`config.mk`:
```
export PLATFORM = sky130hd
export DESIGN_NAME = pes_front
export DESIGN_NICKNAME = d
export VERILOG_FILES = /design/src/rtl/core/pes_pkg.sv /design/src/rtl/core/pes_front.sv
export SDC_FILE = /design/constraint.sdc
export NUM_CORES = 1
export LEC_CHECK = 0
export ABC_AREA = 1
export BUFFER_PORTS_ARGS = -buffer_cell sky130_fd_sc_hd__buf_2
export CORE_MARGIN = 2
export CORE_UTILIZATION = 50
export DETAILED_ROUTE_END_ITERATION = 10
export PLACE_DENSITY_LB_ADDON = 0.3
export SLEW_MARGIN = 20
export SYNTH_ARGS = -nofsm -noshare
export SYNTH_HDL_FRONTEND = slang
export SYNTH_SLANG_ARGS = --single-unit
```
`constraint.sdc`:
```
create_clock -name clk -period 11.9 [get_ports clk]
set_input_delay 0.595 -clock clk [delete_from_list [all_inputs] [get_ports clk]]
set_output_delay 0.595 -clock clk [all_outputs]
set_load 0.1 [all_outputs]
```
`src/rtl/core/pes_pkg.sv`:
```
// ----------------------------------------------------------------------------
// pes_pkg: shared types and constants of the particle Euler step block
// Holds field widths, register indexes, reset values and the queue payload.
// ----------------------------------------------------------------------------
package pes_pkg;

	localparam int POS_W = 32;
	localparam int TS_W = 24;
	localparam int BOX_W = 31;
	localparam int RAD_W = 31;
	localparam int INVM_W = 32;
	localparam int EN_W = 48;
	localparam int SQ_W = 64;
	localparam int CFG_W = 31;
	localparam int CFG_IDX_W = 1;
	localparam int IN_TDATA_W = 192;
	localparam int OUT_TDATA_W = 176;

	localparam logic [CFG_IDX_W-1:0] REG_TIME_STEP = 1'd0;
	localparam logic [CFG_IDX_W-1:0] REG_BOX_HALF = 1'd1;

	localparam logic [TS_W-1:0] TIME_STEP_RST = 24'd1049;
	localparam logic [BOX_W-1:0] BOX_HALF_RST = 31'd33554432;

	localparam int MAX_PARTICLES_DEF = 4096;
	localparam int QUEUE_DEPTH_DEF = 2;

	// one accepted particle after classification in the front part
	typedef struct packed {
		logic signed [POS_W-1:0] pos_x;
		logic signed [POS_W-1:0] pos_y;
		logic signed [POS_W-1:0] vel_x;
		logic signed [POS_W-1:0] vel_y;
		logic [RAD_W-1:0] radius;
		logic [INVM_W-1:0] inv_mass;
		logic immovable;
		logic last_particle;
	} pes_item_t;

	// back part states
	typedef enum logic [1:0] {
		ST_IDLE,
		ST_MUL,
		ST_DIV,
		ST_OUT
	} pes_state_t;

endpackage

```
`src/rtl/core/pes_front.sv`:
```
// ----------------------------------------------------------------------------
// pes_front: input side of the particle Euler step block
// Unpacks the slave stream, flags immovable particles and feeds a short queue.
// ----------------------------------------------------------------------------
module pes_front #(
	parameter int QUEUE_DEPTH = pes_pkg::QUEUE_DEPTH_DEF
) (
	input  logic clk,
	input  logic arst_n,
	input  logic s_tvalid,
	output logic s_tready,
	// pos_x, pos_y, vel_x, vel_y, radius, inv_mass, one zero pad bit
	input  logic [pes_pkg::IN_TDATA_W-1:0] s_tdata,
	input  logic s_tlast,
	output logic item_valid,
	input  logic item_ready,
	output pes_pkg::pes_item_t item
);

	localparam int PTR_W = (QUEUE_DEPTH > 1) ? $clog2(QUEUE_DEPTH) : 1;
	localparam int CNT_W = $clog2(QUEUE_DEPTH + 1);

	pes_pkg::pes_item_t queue_q [QUEUE_DEPTH];
	pes_pkg::pes_item_t in_item;
	logic [PTR_W-1:0] wr_ptr_q, rd_ptr_q;
	logic [CNT_W-1:0] count_q;
	logic push, pop;

	// classify the incoming transaction
	always_comb begin
		in_item.pos_x = s_tdata[31:0];
		in_item.pos_y = s_tdata[63:32];
		in_item.vel_x = s_tdata[95:64];
		in_item.vel_y = s_tdata[127:96];
		in_item.radius = s_tdata[158:128];
		in_item.inv_mass = s_tdata[190:159];
		in_item.immovable = (s_tdata[190:159] == '0);
		in_item.last_particle = s_tlast;
	end

	assign s_tready = (count_q != CNT_W'(QUEUE_DEPTH));
	assign push = s_tvalid && s_tready;
	assign item_valid = (count_q != '0);
	assign pop = item_valid && item_ready;
	assign item = queue_q[rd_ptr_q];

	// queue storage
	always_ff @(posedge clk) begin
		if (push) begin
			queue_q[wr_ptr_q] <= in_item;
		end
	end

	// queue pointers
	always_ff @(posedge clk or negedge arst_n) begin
		if (!arst_n) begin
			wr_ptr_q <= '0;
			rd_ptr_q <= '0;
			count_q <= '0;
		end else begin
			if (push) begin
				wr_ptr_q <= (wr_ptr_q == PTR_W'(QUEUE_DEPTH - 1)) ? '0 : wr_ptr_q + 1'b1;
			end
			if (pop) begin
				rd_ptr_q <= (rd_ptr_q == PTR_W'(QUEUE_DEPTH - 1)) ? '0 : rd_ptr_q + 1'b1;
			end
			count_q <= count_q + CNT_W'(push) - CNT_W'(pop);
		end
	end

	ast_count_bound: assert property (@(posedge clk) disable iff (!arst_n)
		count_q <= CNT_W'(QUEUE_DEPTH)) else $error("queue count overflow");
	ast_push_count: assert property (@(posedge clk) disable iff (!arst_n)
		(push && !pop) |=> (count_q == $past(count_q) + 1'b1))
		else $error("push lost");
	ast_pop_count: assert property (@(posedge clk) disable iff (!arst_n)
		(pop && !push) |=> (count_q == $past(count_q) - 1'b1))
		else $error("pop lost");

endmodule

```
After elaboration in Yosys (flattened, before gate mapping)
Memory sizes are Yosys's and may differ from the RTL's.
Cells that the tools add are included.
- add/subtract/negate cells: 4
- eq/ne operators: 1
- multiplexer cells: 4
- reductions and logical operators: 4
- operators by type and width (cell ; number):
    32-bit zero test ; 1
    1-bit two-way mux ; 4
    1-bit adder, second input constant ; 2
    2-bit by 1-bit adder with 2-bit output ; 1
    1-bit logical AND ; 2
    2-bit inequality test, second input constant ; 1
    2-bit nonzero test ; 1
    2-bit by 1-bit subtractor with 2-bit output ; 1
- bits in registers: 4
- memory bits (writable): 386
- input port bits: 197
- output and inout bits: 195
- word-level logic and storage cells: 17
- memories kept: 1
- memories (memory ; words ; bits a word ; read ports ; clocked after Yosys merged registers in ; wr ports ; RTL line ; text):
    queue_q ; 2 ; 193 ; 1 ; 0 ; 1 ; pes_front.sv:23 ; pes_pkg::pes_item_t queue_q [QUEUE_DEPTH];

Longest topological paths before layout
- depth after elaboration: 4
- mapped depth: 11
- mapped depth without buffers: 11

Worst setup path before layout
Ideal clock, no wire load.
- path type: reg-to-reg
- from: reg count_q[1]
- to: mem queue_q[1][0] in the netlist's numbering, enable pin
- library setup time: 752 ps
- data arrival time: 9390 ps
- required time: 11148 ps
- setup slack: 1759 ps
- stages on the path, launching flop included: 4
- path buffers: 0
- cell sequence: dfrtp_1 nand2_1 nand2_1 nor2_1
- word-level cells in the longest chain between the ends: 4
- ends and longest elaborated chain (element ; RTL line ; text):
    from (decl) ; pes_front.sv:26 ; logic [CNT_W-1:0] count_q;
    from (signal assigned) ; pes_front.sv:67 ; count_q <= count_q + CNT_W'(push) - CNT_W'(pop);
    2-bit inequality test ; pes_front.sv:41 ; assign s_tready = (count_q != CNT_W'(QUEUE_DEPTH));
    via s_tready ; pes_front.sv:11 ; output logic s_tready,
    1-bit logical AND ; pes_front.sv:42 ; assign push = s_tvalid && s_tready;
    1-bit two-way mux ; pes_front.sv:49 ; if (push) begin
    1-bit two-way mux (implied by the code) ; pes_front.sv:50 ; queue_q[wr_ptr_q] <= in_item;
    to (decl) ; pes_front.sv:23 ;
The timed path passes the listed nets, and every way through them passes these cells.

==> results.tsv <==
stage	metric	value	unit
outcome	status	completed	
clocking	htreeDepth	2	
yosys	synth_top_area_share	80.5	%
yosys	synth.most_common_cell	nand2_1	
clocking	postCtsSetupBuffers	0	
yosys	synth_async_sr_flop_share	1.03	%
floorplanning	fp.dieArea	30200	sq um
grt	antenna_found_initial	11	
min_path	hold_path.class	primary input to flip-flop	
route	drtIter0Drc	751	
finish	fillCellCount	2245	
finish	drive_above_1_share	30.1	%
clocking	insertion_delay	0.53	ns
place	place.gp.congestion	0.785	
yosys	yosysSeqAreaShare	81.2	%
clocking	clock-sinks	390	
timing	worst_pin_slew	1.05	ns
grt	grt_use_total	20.3	%
clocking	cts_tree	built	
finish	area_delta_synth_final	23.7	%
yosys	synth_top_cell_by_area	edfxtp_1	
grt	grt_pass1_wl	48.0	mm
timing	slew_headroom	30.1	%
route	avgViaCountPerCell	4.77	
yosys	syn-cell-area	14400	sq um
floorplanning	start_util	50.4	%
route	post-route-drc-count	0	
clocking	hold_buffers	1	
job	cap_violations	0	
timing	fin_crit	4.10	ns
yosys	synth_nets	1265	
floorplanning	die_y	174	um
grt	overflow	0	
yosys	synth_edf_count	386	
timing	rsz0062_at_grt	false	
yosys	syn_inst	1067	
floorplanning	chipWidth	174	um
yosys	synth_top_family_by_area	simple AND/OR/NAND/NOR gates	
clocking	clock_path_buffers	3	
clocking	cts_resized	0	
setup_path	cp.arrival	3.51	ns
finish	final_area	17800	sq um
yosys	synth.area.mux_share	0	%
yosys	yosysUniqueCellTypes	13	
place	dpl_worst_slack	8.31	ns
timing	slew_viol_final	0	
place	hpwl	20.0	mm
yosys	synthXorXnorAreaFrac	0.122	%
floorplanning	io_pins	392	
yosys	yosysWarnings	0	
yosys	netlist_top_cells_area	edfxtp_1 81%, nand2_1 16%, buf_4 0.73%, buf_2 0.70%, dfrtp_1 0.70%	
yosys	syn_area_per_cell	13.5	sq um
setup_path	worstSetupPathType	flip-flop to primary output	
route	drt_pass1_iterations	4	
clocking	root_buffer	clkbuf_16	
timing	fmax	244	MHz
timing	finalSetupTns	0	ns
place	port_buffers	390	
timing	hold_viol_final	0	
timing	period_share	34.5	%
yosys	synth-seq-cells	390	
yosys	synth_top_flop_cell	edfxtp_1	
timing	setup_viol	0	
yosys	synth_common_cells	598 x nand2_1, 386 x edfxtp_1, 26 x nor2_1, 20 x buf_2, 14 x buf_4	
yosys	synth_compound_area_share	0	%
route	wl	31.3	mm
setup_path	cp.required	11.31	ns
route	drt-wirelength-per-cell	16.6	um
timing	fin_skew	0.0217	ns
route	vias	9015	
setup_path	cp-end-kind	primary output	
yosys	synth_adder_area_share	0.0869	%
route	antenna_left	0	
grt	grt_max_degree	115	
clocking	path_clk_slew	0.06	ns
place	placed_area	16600	sq um
timing	setup_ws	7.80	ns
finish	num-nets-final	1664	
setup_path	critPathLaunchType	flip-flop	
clocking	cts_inserted_buffers	40	
grt	grt_pass1_vias	9110	
yosys	synth-simple-area-share	16.3	%
floorplanning	rows	62	
setup_path	critPathMaxFanout	114	
floorplanning	core	28500	sq um
==> kinds of logic after synthesis <==
group         count (synthesis)
fa+ha+maj                     1
simple gates                625
xor+xnor                      2
buf+inv                      49
flops                       390
==> worst max-delay path: stages (launching register included) <==
cell and delay, ns:
dfrtp_4 0.67, inv_6 0.68, buf_4 0.79, nand2_1 0.15, nand2_1 0.11, buf_2 0.42
==> per-layer routing <==
metal	up-vias	wire length (um)	track usage, %
li1	4409	-	-
met1	4224	12000	24.3
met2	308	15800	34.6
met3	72	2460	6.12
met4	2	1040	8.37
met5	-	13	0
==> cells in the final DEF, fill, tap and decap left out, types with 3 or more instances in the layout <==
| cell type | instances |
|---|---|
| inv_1 | 5 |
| nand2_1 | 598 |
| clkbuf_16 | 41 |
| diode_2 | 11 |
| buf_4 | 9 |
| dfrtp_1 | 3 |
| inv_6 | 3 |
| clkinv_2 | 3 |
| nor2_1 | 24 |
| clkinv_1 | 9 |
| buf_2 | 390 |
| clkbuf_1 | 14 |
| edfxtp_1 | 386 |
==> path summary, 6_finish.rpt <==
kind,from,to,slack (ns),depth (start not counted)
worst max-delay path,rd_ptr_q,item[192],7.80,5
worst min-delay path,s_tdata[20],queue_q[1][181],0.25,1
worst max register to register,count_q[1],queue_q[0][51],9.20,5
worst min register to register,count_q[0],count_q[0],0.51,1
max in group asynchronous,arst_n,rd_ptr_q,11.30,2
min in group asynchronous,arst_n,rd_ptr_q,0.45,2
==> metrics by stage <==
step,instances,util (%),hold WS [ns]
finish,1889,62.4,0.254
global route,1885,62.3,0.230
CTS,1878,62.3,0.232
detailed placement,1807,58.2,0.416
global placement,1807,58.2,0.410
floorplan,1067,-,0.299
==> sequential cells by signal, summed over array words and instances (netlist names) <==
| signal | count |
|---|---|
| wr_ptr_q | 1 |
| rd_ptr_q | 1 |
| count_q | 2 |
| queue_q | 386 |
==> final cells by class <==
type	count	area, sq um	area share (%)
Antenna cell	11	27.5	0.155
Inverter	6	27.5	0.155
Timing Repair Buffer	400	2030	11.4
Tap cell	384	480	2.70
Clock buffer	55	1080	6.06
Clock inverter	15	75.1	0.422
Sequential cell	390	11700	65.7
Multi-Input combinational cell	628	2390	13.4
Power is not shown: default switching activity piles up to over one toggle a cycle in this logic, so the estimate is an artifact.
